==> src/sv/wif_pkg.sv <==
// ============================================================================
// wif_pkg
// Shared types and constants of the washout IIR filter.
// ============================================================================
package wif_pkg;

  // Default widths of the sample path.
  localparam int SAMPLE_WIDTH_DEF  = 32;
  localparam int FRACTION_BITS_DEF = 16;

  // Register field widths.
  localparam int MODE_W   = 2;
  localparam int PERIOD_W = 10;
  localparam int CUTOFF_W = 24;
  localparam int DAMP_W   = 18;

  // The period is given in ms, so the cutoff product is scaled down by 1000.
  localparam int PERIOD_DIV = 1000;
  // floor(cutoff * period / 1000) fits in this many bits (1000 >= 2^9).
  localparam int TW_W = CUTOFF_W + PERIOD_W - 9;

  // Register reset values.
  localparam logic [PERIOD_W-1:0] PERIOD_RST = PERIOD_W'(10);
  localparam logic [CUTOFF_W-1:0] CUTOFF_RST = CUTOFF_W'(65536);
  localparam logic [DAMP_W-1:0]   DAMP_RST   = DAMP_W'(46341);

  // Filter selection.
  typedef enum logic [MODE_W-1:0] {
    MODE_TRANS = 2'd0,
    MODE_TILT  = 2'd1,
    MODE_ROT   = 2'd2,
    MODE_PASS  = 2'd3
  } mode_t;

  // Register map, one word per register.
  typedef enum logic [1:0] {
    REG_MODE   = 2'd0,
    REG_PERIOD = 2'd1,
    REG_CUTOFF = 2'd2,
    REG_DAMP   = 2'd3
  } reg_idx_t;

  // Command to the serial multiply-accumulate unit.
  typedef struct packed {
    logic start;
    logic clear;
    logic sub;
  } mac_cmd_t;

  // Command to the serial divider.
  typedef struct packed {
    logic start;
    logic round;
  } div_cmd_t;

endpackage

==> src/sv/washout_iir_filter.sv <==
// ============================================================================
// washout_iir_filter
// Washout filter for a motion platform: second-order translation high-pass,
// damped tilt low-pass or first-order rotation high-pass in bilinear form,
// or pass-through.
// Usage:
//   The input channel takes one signed fixed-point sample per beat on
//   in_valid/in_ready; the result channel returns one filtered sample and a
//   saturation flag per beat on out_valid/out_ready. Registers (mode,
//   period, cutoff, damping) are written over the APB port; the user must
//   write them only while idle, as the block does not enforce it.
//   One sample is worked at a time. Each sample recomputes its coefficients
//   with a bit-serial multiply-accumulate unit and a bit-serial divider.
//   The next sample is taken once the result has gone to the output
//   register. Pass-through mode skips the coefficient and product steps
//   and passes the sample through unchanged.
//   in_ready is high only while the sequencer is idle.
//   The result sits in an output register; the next sample is accepted
//   while it waits, and its result is held back until the receiver has
//   taken the previous one.
//   Reset loads the register defaults and clears the input and output
//   histories.
// ============================================================================
module washout_iir_filter #(
  parameter int SAMPLE_WIDTH  = wif_pkg::SAMPLE_WIDTH_DEF,
  parameter int FRACTION_BITS = wif_pkg::FRACTION_BITS_DEF
) (
  input  logic                           clk,
  input  logic                           rst_n,
  // Input channel
  input  logic                           in_valid,
  output logic                           in_ready,
  input  logic signed [SAMPLE_WIDTH-1:0] in_sample,
  // Result channel
  output logic                           out_valid,
  input  logic                           out_ready,
  output logic signed [SAMPLE_WIDTH-1:0] out_filtered,
  output logic                           out_saturated,
  // Register port
  input  logic                           psel,
  input  logic                           penable,
  input  logic                           pwrite,
  input  logic [3:0]                     paddr,
  input  logic [31:0]                    pwdata,
  output logic [31:0]                    prdata,
  output logic                           pready
);

  import wif_pkg::*;

  localparam int W  = SAMPLE_WIDTH;
  localparam int F  = FRACTION_BITS;
  localparam int CW = F + 3;
  localparam int MB_A = (TW_W + 1 > CW) ? TW_W + 1 : CW;
  localparam int MB   = (MB_A > DAMP_W + 1) ? MB_A : DAMP_W + 1;
  localparam int DIT  = (TW_W > CW) ? TW_W : CW;
  localparam int D1 = 2 * TW_W - F;
  localparam int D2 = DAMP_W + TW_W - F + 2;
  localparam int D3 = F + 2;
  localparam int D4 = TW_W + 1;
  localparam int D12 = (D1 > D2) ? D1 : D2;
  localparam int D34 = (D3 > D4) ? D3 : D4;
  localparam int DEN_W = ((D12 > D34) ? D12 : D34) + 2;
  localparam int A1 = DEN_W + DIT + 1;
  localparam int A2 = W + CW + 4;
  localparam int A3 = 2 * F + 4;
  localparam int A12 = (A1 > A2) ? A1 : A2;
  localparam int ACC_W = (A12 > A3) ? A12 : A3;

  localparam logic signed [ACC_W-1:0] HALF     = ACC_W'(1) << (F - 1);
  localparam logic signed [ACC_W-1:0] TWO_ONE  = ACC_W'(1) << (F + 1);
  localparam logic signed [ACC_W-1:0] FOUR_ONE = ACC_W'(1) << (F + 2);
  localparam logic signed [ACC_W-1:0] NUM_R    = ACC_W'(1) << (2 * F + 1);
  localparam logic [DEN_W-1:0] TWO_ONE_D  = DEN_W'(1) << (F + 1);
  localparam logic [DEN_W-1:0] FOUR_ONE_D = DEN_W'(1) << (F + 2);
  localparam logic signed [ACC_W-1:0] MAXV =
    {{(ACC_W - W + 1){1'b0}}, {(W - 1){1'b1}}};
  localparam logic signed [ACC_W-1:0] MINV = ~MAXV;

  typedef enum logic [4:0] {
    S_IDLE, S_TWM, S_TWD, S_R, S_C, S_AM, S_AR, S_BM, S_BR,
    S_PM, S_PR, S_QM, S_QR, S_G, S_H1, S_H2,
    S_M0, S_M1, S_M2, S_RND, S_DONE
  } state_t;

  // Register file.
  mode_t               mode_r;
  logic [PERIOD_W-1:0] period_r;
  logic [CUTOFF_W-1:0] cutoff_r;
  logic [DAMP_W-1:0]   damp_r;

  state_t                  state_r;
  state_t                  state_nxt;
  logic                    mac_start_r;
  logic                    div_start_r;
  logic                    mac_go;
  logic                    div_go;
  logic [TW_W-1:0]         tw_r;
  logic [DEN_W-1:0]        p_r;
  logic [DEN_W-1:0]        q_r;
  logic signed [CW-1:0]    k0_r;
  logic signed [CW-1:0]    k1_r;
  logic signed [CW-1:0]    k2_r;
  logic signed [W-1:0]     x0_r;
  logic signed [W-1:0]     x1_r;
  logic signed [W-1:0]     x2_r;
  logic signed [W-1:0]     y1_r;
  logic signed [W-1:0]     y2_r;
  logic signed [ACC_W-1:0] y_full_r;
  logic                    out_valid_r;
  logic signed [W-1:0]     out_filtered_r;
  logic                    out_saturated_r;

  mac_cmd_t                mac_cmd;
  div_cmd_t                div_cmd;
  logic signed [ACC_W-1:0] mac_a;
  logic signed [MB-1:0]    mac_b;
  logic signed [ACC_W-1:0] mac_acc;
  logic                    mac_done;
  logic signed [ACC_W-1:0] div_num;
  logic [DEN_W-1:0]        div_den;
  logic                    div_round;
  logic signed [DIT:0]     div_q;
  logic                    div_done;

  logic signed [ACC_W-1:0] tw_s;
  logic signed [ACC_W-1:0] p_s;
  logic signed [ACC_W-1:0] q_s;
  logic [DEN_W-1:0]        d_val;
  logic [DEN_W-1:0]        e_val;
  logic signed [ACC_W-1:0] s_val;
  logic signed [ACC_W-1:0] y1m;
  logic signed [ACC_W-1:0] rnd_v;
  logic signed [W-1:0]     sat_y;
  logic                    sat_f;
  logic                    out_go;
  logic                    cfg_wr;

  // Round to FRACTION_BITS, nearest with ties away from zero.
  function automatic logic signed [ACC_W-1:0] rnd_f(input logic signed [ACC_W-1:0] v);
    logic signed [ACC_W-1:0] t;
    t = v + HALF - ACC_W'(v[ACC_W-1]);
    return t >>> F;
  endfunction

  // Register port: always ready, written on the access cycle.
  assign pready = 1'b1;
  assign cfg_wr = psel && penable && pwrite;

  always_ff @(posedge clk) begin
    if (!rst_n) begin
      mode_r   <= MODE_TRANS;
      period_r <= PERIOD_RST;
      cutoff_r <= CUTOFF_RST;
      damp_r   <= DAMP_RST;
    end else if (cfg_wr) begin
      unique case (reg_idx_t'(paddr[3:2]))
        REG_MODE:   mode_r   <= mode_t'(pwdata[MODE_W-1:0]);
        REG_PERIOD: period_r <= pwdata[PERIOD_W-1:0];
        REG_CUTOFF: cutoff_r <= pwdata[CUTOFF_W-1:0];
        REG_DAMP:   damp_r   <= pwdata[DAMP_W-1:0];
        default: ;
      endcase
    end
  end

  // Register readback.
  always_comb begin
    prdata = '0;
    unique case (reg_idx_t'(paddr[3:2]))
      REG_MODE:   prdata = 32'(mode_r);
      REG_PERIOD: prdata = 32'(period_r);
      REG_CUTOFF: prdata = 32'(cutoff_r);
      REG_DAMP:   prdata = 32'(damp_r);
      default:    prdata = '0;
    endcase
  end

  // Derived terms of the coefficient formulas.
  assign tw_s  = ACC_W'(tw_r);
  assign p_s   = ACC_W'(p_r);
  assign q_s   = ACC_W'(q_r);
  assign d_val = DEN_W'(tw_r) + TWO_ONE_D;
  assign e_val = p_r + q_r + FOUR_ONE_D;
  assign y1m   = (mode_r == MODE_TRANS) ? (ACC_W'(y1_r) <<< 1) : ACC_W'(y1_r);
  assign rnd_v = rnd_f(mac_acc);

  // Input combination of each filter.
  always_comb begin
    case (mode_r)
      MODE_TRANS: s_val = ACC_W'(x0_r) - (ACC_W'(x1_r) <<< 1) + ACC_W'(x2_r);
      MODE_TILT:  s_val = ACC_W'(x0_r) + (ACC_W'(x1_r) <<< 1) + ACC_W'(x2_r);
      default:    s_val = ACC_W'(x0_r) - ACC_W'(x1_r);
    endcase
  end

  // Operands of the serial units, chosen by sequencer step.
  always_comb begin
    mac_a     = '0;
    mac_b     = '0;
    div_num   = '0;
    div_den   = '0;
    div_round = 1'b1;
    unique case (state_r)
      S_TWM: begin
        mac_a = ACC_W'(cutoff_r);
        mac_b = MB'($signed({1'b0, period_r}));
      end
      S_TWD: begin
        div_num   = mac_acc;
        div_den   = DEN_W'(PERIOD_DIV);
        div_round = 1'b0;
      end
      S_R: begin
        div_num = NUM_R;
        div_den = d_val;
      end
      S_C: begin
        div_num = (tw_s - TWO_ONE) <<< F;
        div_den = d_val;
      end
      S_AM: begin
        mac_a = ACC_W'(k0_r);
        mac_b = MB'(k0_r);
      end
      S_BM: begin
        mac_a = ACC_W'(k1_r);
        mac_b = MB'(k1_r);
      end
      S_PM: begin
        mac_a = tw_s;
        mac_b = MB'($signed({1'b0, tw_r}));
      end
      S_QM: begin
        mac_a = tw_s <<< 2;
        mac_b = MB'($signed({1'b0, damp_r}));
      end
      S_G: begin
        div_num = p_s <<< F;
        div_den = e_val;
      end
      S_H1: begin
        div_num = (p_s - FOUR_ONE) <<< (F + 1);
        div_den = e_val;
      end
      S_H2: begin
        div_num = (p_s - q_s + FOUR_ONE) <<< F;
        div_den = e_val;
      end
      S_M0: begin
        mac_a = s_val;
        mac_b = MB'(k0_r);
      end
      S_M1: begin
        mac_a = y1m;
        mac_b = MB'(k1_r);
      end
      S_M2: begin
        mac_a = ACC_W'(y2_r);
        mac_b = MB'(k2_r);
      end
      default: ;
    endcase
  end

  assign mac_cmd.start = mac_start_r;
  assign mac_cmd.clear = !((state_r == S_M1) || (state_r == S_M2));
  assign mac_cmd.sub   = (state_r == S_M1) || (state_r == S_M2);
  assign div_cmd.start = div_start_r;
  assign div_cmd.round = div_round;

  wif_mac #(
    .ACC_W (ACC_W),
    .MB    (MB)
  ) u_mac (
    .clk    (clk),
    .rst_n  (rst_n),
    .cmd    (mac_cmd),
    .a_in   (mac_a),
    .b_in   (mac_b),
    .acc_o  (mac_acc),
    .done_o (mac_done)
  );

  wif_div #(
    .ACC_W (ACC_W),
    .DEN_W (DEN_W),
    .DIT   (DIT)
  ) u_div (
    .clk    (clk),
    .rst_n  (rst_n),
    .cmd    (div_cmd),
    .num    (div_num),
    .den    (div_den),
    .q_o    (div_q),
    .done_o (div_done)
  );

  // Saturation of the rounded result.
  always_comb begin
    sat_f = 1'b0;
    sat_y = y_full_r[W-1:0];
    if (y_full_r > MAXV) begin
      sat_f = 1'b1;
      sat_y = MAXV[W-1:0];
    end else if (y_full_r < MINV) begin
      sat_f = 1'b1;
      sat_y = MINV[W-1:0];
    end
  end

  assign out_go   = (state_r == S_DONE) && (!out_valid_r || out_ready);
  assign in_ready = (state_r == S_IDLE);

  // Sequencer next step.
  always_comb begin
    state_nxt = state_r;
    unique case (state_r)
      S_IDLE: if (in_valid) state_nxt = (mode_r == MODE_PASS) ? S_DONE : S_TWM;
      S_TWM:  if (mac_done) state_nxt = S_TWD;
      S_TWD:  if (div_done) state_nxt = (mode_r == MODE_TILT) ? S_PM : S_R;
      S_R:    if (div_done) state_nxt = S_C;
      S_C:    if (div_done) state_nxt = (mode_r == MODE_TRANS) ? S_AM : S_M0;
      S_AM:   if (mac_done) state_nxt = S_AR;
      S_AR:   state_nxt = S_BM;
      S_BM:   if (mac_done) state_nxt = S_BR;
      S_BR:   state_nxt = S_M0;
      S_PM:   if (mac_done) state_nxt = S_PR;
      S_PR:   state_nxt = S_QM;
      S_QM:   if (mac_done) state_nxt = S_QR;
      S_QR:   state_nxt = S_G;
      S_G:    if (div_done) state_nxt = S_H1;
      S_H1:   if (div_done) state_nxt = S_H2;
      S_H2:   if (div_done) state_nxt = S_M0;
      S_M0:   if (mac_done) state_nxt = S_M1;
      S_M1:   if (mac_done) state_nxt = S_M2;
      S_M2:   if (mac_done) state_nxt = S_RND;
      S_RND:  state_nxt = S_DONE;
      S_DONE: if (out_go) state_nxt = S_IDLE;
      default: state_nxt = S_IDLE;
    endcase
  end

  // A unit is started on entry into one of its steps.
  always_comb begin
    mac_go = 1'b0;
    div_go = 1'b0;
    unique case (state_nxt) inside
      S_TWM, S_AM, S_BM, S_PM, S_QM, S_M0, S_M1, S_M2: mac_go = 1'b1;
      S_TWD, S_R, S_C, S_G, S_H1, S_H2:                div_go = 1'b1;
      default: ;
    endcase
  end

  // Sequencer state, unit starts, coefficients, histories and output beat.
  always_ff @(posedge clk) begin
    if (!rst_n) begin
      state_r     <= S_IDLE;
      mac_start_r <= 1'b0;
      div_start_r <= 1'b0;
      out_valid_r <= 1'b0;
      x1_r        <= '0;
      x2_r        <= '0;
      y1_r        <= '0;
      y2_r        <= '0;
    end else begin
      state_r     <= state_nxt;
      mac_start_r <= mac_go && (state_nxt != state_r);
      div_start_r <= div_go && (state_nxt != state_r);

      if ((state_r == S_IDLE) && in_valid) begin
        x0_r     <= in_sample;
        y_full_r <= ACC_W'(in_sample);
      end

      if (div_done) begin
        unique case (state_r) inside
          S_TWD: tw_r <= div_q[TW_W-1:0];
          S_R, S_G: k0_r <= div_q[CW-1:0];
          S_C: begin
            k1_r <= div_q[CW-1:0];
            k2_r <= '0;
          end
          S_H1: k1_r <= div_q[CW-1:0];
          S_H2: k2_r <= div_q[CW-1:0];
          default: ;
        endcase
      end

      unique case (state_r) inside
        S_AR:  k0_r     <= rnd_v[CW-1:0];
        S_BR:  k2_r     <= rnd_v[CW-1:0];
        S_PR:  p_r      <= rnd_v[DEN_W-1:0];
        S_QR:  q_r      <= rnd_v[DEN_W-1:0];
        S_RND: y_full_r <= rnd_v;
        default: ;
      endcase

      if (out_go) begin
        out_valid_r     <= 1'b1;
        out_filtered_r  <= sat_y;
        out_saturated_r <= sat_f;
        x2_r            <= x1_r;
        x1_r            <= x0_r;
        y2_r            <= y1_r;
        y1_r            <= sat_y;
      end else if (out_ready) begin
        out_valid_r <= 1'b0;
      end
    end
  end

  assign out_valid     = out_valid_r;
  assign out_filtered  = out_filtered_r;
  assign out_saturated = out_saturated_r;

endmodule

==> src/sv/wif_mac.sv <==
// ============================================================================
// wif_mac
// Bit-serial multiply-accumulate: one multiplier bit per cycle, LSB first.
// ============================================================================
module wif_mac #(
  parameter int ACC_W = 62,
  parameter int MB    = 26
) (
  input  logic                    clk,
  input  logic                    rst_n,
  input  wif_pkg::mac_cmd_t       cmd,
  input  logic signed [ACC_W-1:0] a_in,
  input  logic signed [MB-1:0]    b_in,
  output logic signed [ACC_W-1:0] acc_o,
  output logic                    done_o
);

  localparam int CNT_W = (MB > 1) ? $clog2(MB) : 1;

  logic signed [ACC_W-1:0] a_r;
  logic signed [MB-1:0]    b_r;
  logic signed [ACC_W-1:0] acc_r;
  logic signed [ACC_W-1:0] acc_nxt;
  logic signed [ACC_W-1:0] term;
  logic [CNT_W-1:0]        cnt_r;
  logic                    busy_r;
  logic                    sub_r;
  logic                    done_r;
  logic                    last;
  logic                    neg;

  // The top multiplier bit carries negative weight, so it flips the sign.
  assign last    = (cnt_r == CNT_W'(MB - 1));
  assign term    = b_r[0] ? a_r : '0;
  assign neg     = sub_r ^ last;
  assign acc_nxt = neg ? (acc_r - term) : (acc_r + term);

  // Control and datapath of the shift-add loop.
  always_ff @(posedge clk) begin
    if (!rst_n) begin
      busy_r <= 1'b0;
      done_r <= 1'b0;
      cnt_r  <= '0;
    end else begin
      done_r <= 1'b0;
      if (cmd.start) begin
        busy_r <= 1'b1;
        cnt_r  <= '0;
        a_r    <= a_in;
        b_r    <= b_in;
        sub_r  <= cmd.sub;
        if (cmd.clear) begin
          acc_r <= '0;
        end
      end else if (busy_r) begin
        acc_r <= acc_nxt;
        a_r   <= a_r <<< 1;
        b_r   <= b_r >>> 1;
        cnt_r <= cnt_r + 1'b1;
        if (last) begin
          busy_r <= 1'b0;
          done_r <= 1'b1;
        end
      end
    end
  end

  assign acc_o  = acc_r;
  assign done_o = done_r;

endmodule

==> src/sv/wif_div.sv <==
// ============================================================================
// wif_div
// Restoring divider, one quotient bit per cycle, with optional rounding to
// nearest (ties away from zero) on a signed numerator.
// ============================================================================
module wif_div #(
  parameter int ACC_W = 62,
  parameter int DEN_W = 36,
  parameter int DIT   = 25
) (
  input  logic                    clk,
  input  logic                    rst_n,
  input  wif_pkg::div_cmd_t       cmd,
  input  logic signed [ACC_W-1:0] num,
  input  logic [DEN_W-1:0]        den,
  output logic signed [DIT:0]     q_o,
  output logic                    done_o
);

  localparam int CNT_W = $clog2(DIT);

  typedef enum logic [1:0] {
    D_IDLE,
    D_ABS,
    D_HALF,
    D_ITER
  } dstate_t;

  dstate_t          state_r;
  logic [ACC_W-1:0] rem_r;
  logic [ACC_W-1:0] dsh_r;
  logic [DEN_W-1:0] den_r;
  logic [DIT-1:0]   q_r;
  logic [CNT_W-1:0] cnt_r;
  logic             neg_r;
  logic             round_r;
  logic             done_r;
  logic             ge;

  assign ge = (rem_r >= dsh_r);

  // Magnitude, rounding offset, then one quotient bit per cycle.
  always_ff @(posedge clk) begin
    if (!rst_n) begin
      state_r <= D_IDLE;
      done_r  <= 1'b0;
      cnt_r   <= '0;
    end else begin
      done_r <= 1'b0;
      unique case (state_r)
        D_IDLE: begin
          if (cmd.start) begin
            rem_r   <= num;
            neg_r   <= num[ACC_W-1];
            den_r   <= den;
            round_r <= cmd.round;
            state_r <= D_ABS;
          end
        end
        D_ABS: begin
          rem_r   <= neg_r ? (~rem_r + 1'b1) : rem_r;
          state_r <= D_HALF;
        end
        D_HALF: begin
          rem_r   <= rem_r + (round_r ? ACC_W'(den_r >> 1) : '0);
          dsh_r   <= ACC_W'(den_r) << (DIT - 1);
          q_r     <= '0;
          cnt_r   <= '0;
          state_r <= D_ITER;
        end
        D_ITER: begin
          if (ge) begin
            rem_r <= rem_r - dsh_r;
          end
          q_r   <= {q_r[DIT-2:0], ge};
          dsh_r <= dsh_r >> 1;
          cnt_r <= cnt_r + 1'b1;
          if (cnt_r == CNT_W'(DIT - 1)) begin
            done_r  <= 1'b1;
            state_r <= D_IDLE;
          end
        end
        default: state_r <= D_IDLE;
      endcase
    end
  end

  assign q_o    = neg_r ? -$signed({1'b0, q_r}) : $signed({1'b0, q_r});
  assign done_o = done_r;

endmodule
==> config.mk <==
export PLATFORM = sky130hd
export DESIGN_NAME = washout_iir_filter
export DESIGN_NICKNAME = d
export VERILOG_FILES = /design/src/sv/wif_pkg.sv /design/src/sv/washout_iir_filter.sv /design/src/sv/wif_mac.sv /design/src/sv/wif_div.sv
export SDC_FILE = /design/constraint.sdc
export NUM_CORES = 2
export LEC_CHECK = 0
export BUFFER_PORTS_ARGS = -buffer_cell sky130_fd_sc_hd__buf_2
export CORE_UTILIZATION = 32
export DETAILED_ROUTE_END_ITERATION = 12
export RECOVER_POWER = 100
export SYNTH_ARGS = -nofsm -noshare
export SYNTH_HDL_FRONTEND = slang
export SYNTH_HIERARCHICAL = 1
export SYNTH_SLANG_ARGS = --single-unit
==> constraint.sdc <==
create_clock -name clk -period 6.45 [get_ports clk]
set_input_delay 1.6125 -clock clk [delete_from_list [all_inputs] [get_ports clk]]
set_output_delay 1.6125 -clock clk [all_outputs]
set_load 0.1 [all_outputs]
# == Word level (Yosys, flattened, before mapping) ==
# Index checks and enable logic that the tools add are counted.
# totals
ff_bits,824
input_bits,75
wordCells,239
# classes
n_addsub,22
order_cmp,3
eq_ne,50
n_mux,69
bitwise_logic,4
reduce_logical,52
# ops
operator,n
2-to-1 mux 62 bit,12
one-hot mux 62 bit (8 select lines),1
one-hot mux 62 bit (6 select lines),1
one-hot mux 62 bit (2 select lines),2
one-hot mux 62 bit (4 select lines),1
one-hot mux 26 bit (6 select lines),1
one-hot mux 32 bit (4 select lines),1
adder 62 bit,2
subtractor 62 bit,2
one-hot mux 36 bit (3 select lines),1
one-hot mux 5 bit (21 select lines),1
2-to-1 mux 32 bit,3
2-to-1 mux 19 bit,5
2-to-1 mux 5 bit,18
adder 34 x 32 -> 35 bit,2
equality test 5 x 4 -> 1 bit (second input constant),13
adder 62 x 1 -> 62 bit (second input constant),1
adder 62 x 16 -> 62 bit (second input constant),1
>= comparator 62 bit,1
> comparator 62 x 32 -> 1 bit (second input constant),1
< comparator 62 x 32 -> 1 bit (second input constant),1
NOT 62 bit,1
subtractor 62 x 1 -> 62 bit,1
equality test 5 bit (second input constant),10
46 further kinds,117

# == Logic depth before layout (Yosys ltp) ==
# logic_depth
ltp_word,9
depth_mapped,25
ltp_nobuf,20

# == By module ==
# Netlist, hierarchy kept.
# modules_own_cells
module,n_inst,cells_per_inst,area_each_um2,seq_area_each_um2
washout_iir_filter,1,4180,35835.6,11761.3
wif_div,1,1846,16560.9,5715.5
wif_mac,1,1236,11812.6,4674.5

# == Worst setup path before layout ==
# No wires, ideal clock.
# synth_path
path_type,flip-flop to flip-flop
start,"register, netlist name state_r[3]"
end,"register y_full_r[0], enable pin"
t_arrival_ns,6.765
required_ns,5.931
setup_slack_ns,-0.834
path_stages_with_launch,7
n_path_buf,2
period_less_slack_ns,7.284
cell_sequence,dfxtp_1 -> clkbuf_1 -> or3_1 -> clkbuf_1 -> nor3_1 -> nand2_1 -> a21boi_0
# synth_lines
element,line_no,text
end signal: assignment,washout_iir_filter.sv:373,y_full_r <= ACC_W'(in_sample);
end signal: assignment,washout_iir_filter.sv:395,S_RND: y_full_r <= rnd_v;
end: declaration,washout_iir_filter.sv:109,logic signed [ACC_W-1:0] y_full_r;

==> qor.yml <==
powerDensity_nw_per_um2: 215
p_clk_share_pct: 38.1
worstMarginPinSlew_ns: 4.20
worstReg2RegEnd: "y_full_r[27]"
synth.avg_cell_area_um2: 8.84
grtUsageTotal_pct: 21.5
fin_util_pct: 35.3
setup_violations: 0
rsz0062_at_grt: "no"
cp.arrival_ns: 6.49
dieArea_um2: 202000
failed_checks: "max-capacitance violations, max-slew violations"
nFillCells: 20536
multi_input_area_um2: 38500
grt_pass1_wl_um: 336000
clock_tree.root_cell: "clkbuf_16"
drc: 0
reg2reg_slack_ns: 0.35
ys_warn_count: 6
drtPass1Iterations: 9
grt_pass1_vias: 53388
fin_crit_ns: 6.10
power_mw: 15.1
fin_cells: 9964
hold_path_class: "register to register"
final_area_um2: 70500
clk_pin_slew_ns: 0.06
worstSetupStartpointType: "register"
p_sw_mw: 4.89
viasPerCell: 5.61
status: "complete, but fails checks"
hold_viol: 0
num_io_pins: 143
top_usage_layer: "met2"
use_met3_pct: 3.92
whs_endpoint: "x2_r[26]"
whs_ns: 0.465
hold_buffers: 0
use_met2_pct: 33.7
die_y_um: 450
routed_wirelength_um: 226000
post-dp-hpwl_um: 174000
drt.antenna.violating_nets: 0
rows: 164
pre_cts_ws_ns: 0.476
area_growth_pct: 9.73
max_freq_mhz: 164
core_area_um2: 199000
cp_data_required_time_ns: 6.83
post_drt_wl_per_cell_um: 22.7
seq_area_um2: 22200
crit_path_max_fanout: 31
p_int_mw: 10.2
swShare_pct: 32.3
drive_above_1_share_pct: 7.10
finalClockSkew_ns: 0.0648
cts_tree: "yes"
cts-resized-gates: 0
layout.nets: 7795
hold_depth: 2
clockBufferDepth: 3
end_kind: "register"
cap_violations: 23
finalSetupTns_ns: 0
dp.cells: 9769
dr.first_iter.drc_count: 5682
vias: 55917
r2r_cells: 5
dpl-instance-area_um2: 67500
initial_utilization_pct: 32.2
vdd_drop_max_mv: 0.229
combPwrFrac_pct: 21.7
slew_headroom_pct: -180
syn_area_um2: 64200
layout_setup_ws_ns: 0.347
crit_type: "register to register"
r2r_start: "state_r[4]"
postCtsSetupBuffers: 0
portBuffers: 123
final.period_utilization_pct: 94.6
synthCells: 7261
grt_use_met1_pct: 29.2
htreeDepth: 3
dieWidth_um: 450
gp_congestion: 0.942
antenna_found_initial: 16
grt_max_degree: 79
gr-total-overflow: 0
slew_violations: 901
cts-buffers-inserted: 99
min_from: "x2_r[26]"
p_leak_nw: 26.1
p_seq_share_pct: 40.2
clk_latency_ns: 0.79
clkSinkCount: 806
==> per-layer routing <==
layer	part of all wire, %	wire length [um]
met5	0	0
met4	4.0	9070
met3	7.7	17400
met2	44	100000
met1	44	99300
==> power groups by stage <==
stage                     logic [mW]  registers [mW]  clock network [mW]
after floorplan                 2.36            6.06                   0
after global routing            3.56            6.09                6.05
after detailed placement        3.24            6.18                   0
after global placement          3.22            6.17                   0
final                           3.28            6.08                5.77
after CTS                       3.26            6.07                5.88
==> flip-flops by register name, summed over array words and instances (netlist names), 19 cells and up <==
signal        flops
y1_r             32
k2_r             19
y2_r             32
y_full_r         46
k0_r             19
u_mac/b_r        26
u_mac/acc_o      62
u_div/rem_r      62
u_div/dsh_r      60
x1_r             32
u_div/q_r        25
tw_r             25
cutoff_r         24
k1_r             19
x0_r             32
x2_r             32
p_r              36
out_filtered     32
q_r              36
u_div/den_r      36
u_mac/a_r        62
==> cell usage in the layout (no fill, tap or decap), types with 147 or more instances in the layout <==
| master | count |
|---|---|
| a21boi_0 | 155 |
| a21o_1 | 184 |
| a21oi_1 | 488 |
| clkbuf_1 | 147 |
| dfxtp_1 | 203 |
| edfxtp_1 | 601 |
| ha_1 | 433 |
| inv_1 | 520 |
| mux2_2 | 148 |
| nand2_1 | 916 |
| nor2_1 | 420 |
| o21ai_0 | 344 |
| xnor2_1 | 302 |
| xor2_1 | 172 |
==> area by class of cell <==
cell class	count	share of cell area, %
inverter	525	2.80
sequential	806	31.4
antenna	9	0.0320
clock buffer	132	3.81
timing repair buffer	224	1.63
clock inverter	54	0.868
multi-input combinational	5558	54.7
tap	2656	4.72
==> critical path: stages, from the launching register on <==
cell	delay [ns]
dfxtp_1	0.51
or3_1	0.58
nor3_1	0.84
nand2_1	0.16
a21boi_0	2.53
clkbuf_2	1.04
==> how the worst max path moves through the flow <==
| stage | depth (start not counted) | end | startpoint | slack (ns) |
|---|---|---|---|---|
| 6_report | 5 | y_full_r[27] | state_r[4] | 0.35 |
| 5_1_grt | 18 | u_mac/acc_o[59] | u_mac/a_r[14] | 0.04 |
| 3_3_place_gp | 18 | u_mac/acc_o[59] | u_mac/a_r[15] | 0.54 |
| 2_1_floorplan | 11 | u_div/rem_r[0] | u_div/rem_r[20] | 0.21 |
| 4_1_cts | 18 | u_mac/acc_o[59] | u_mac/a_r[14] | 0.45 |
| 3_5_place_dp | 18 | u_mac/acc_o[59] | u_mac/a_r[15] | 0.48 |
Note: power is estimated with default switching activity, not from simulation.
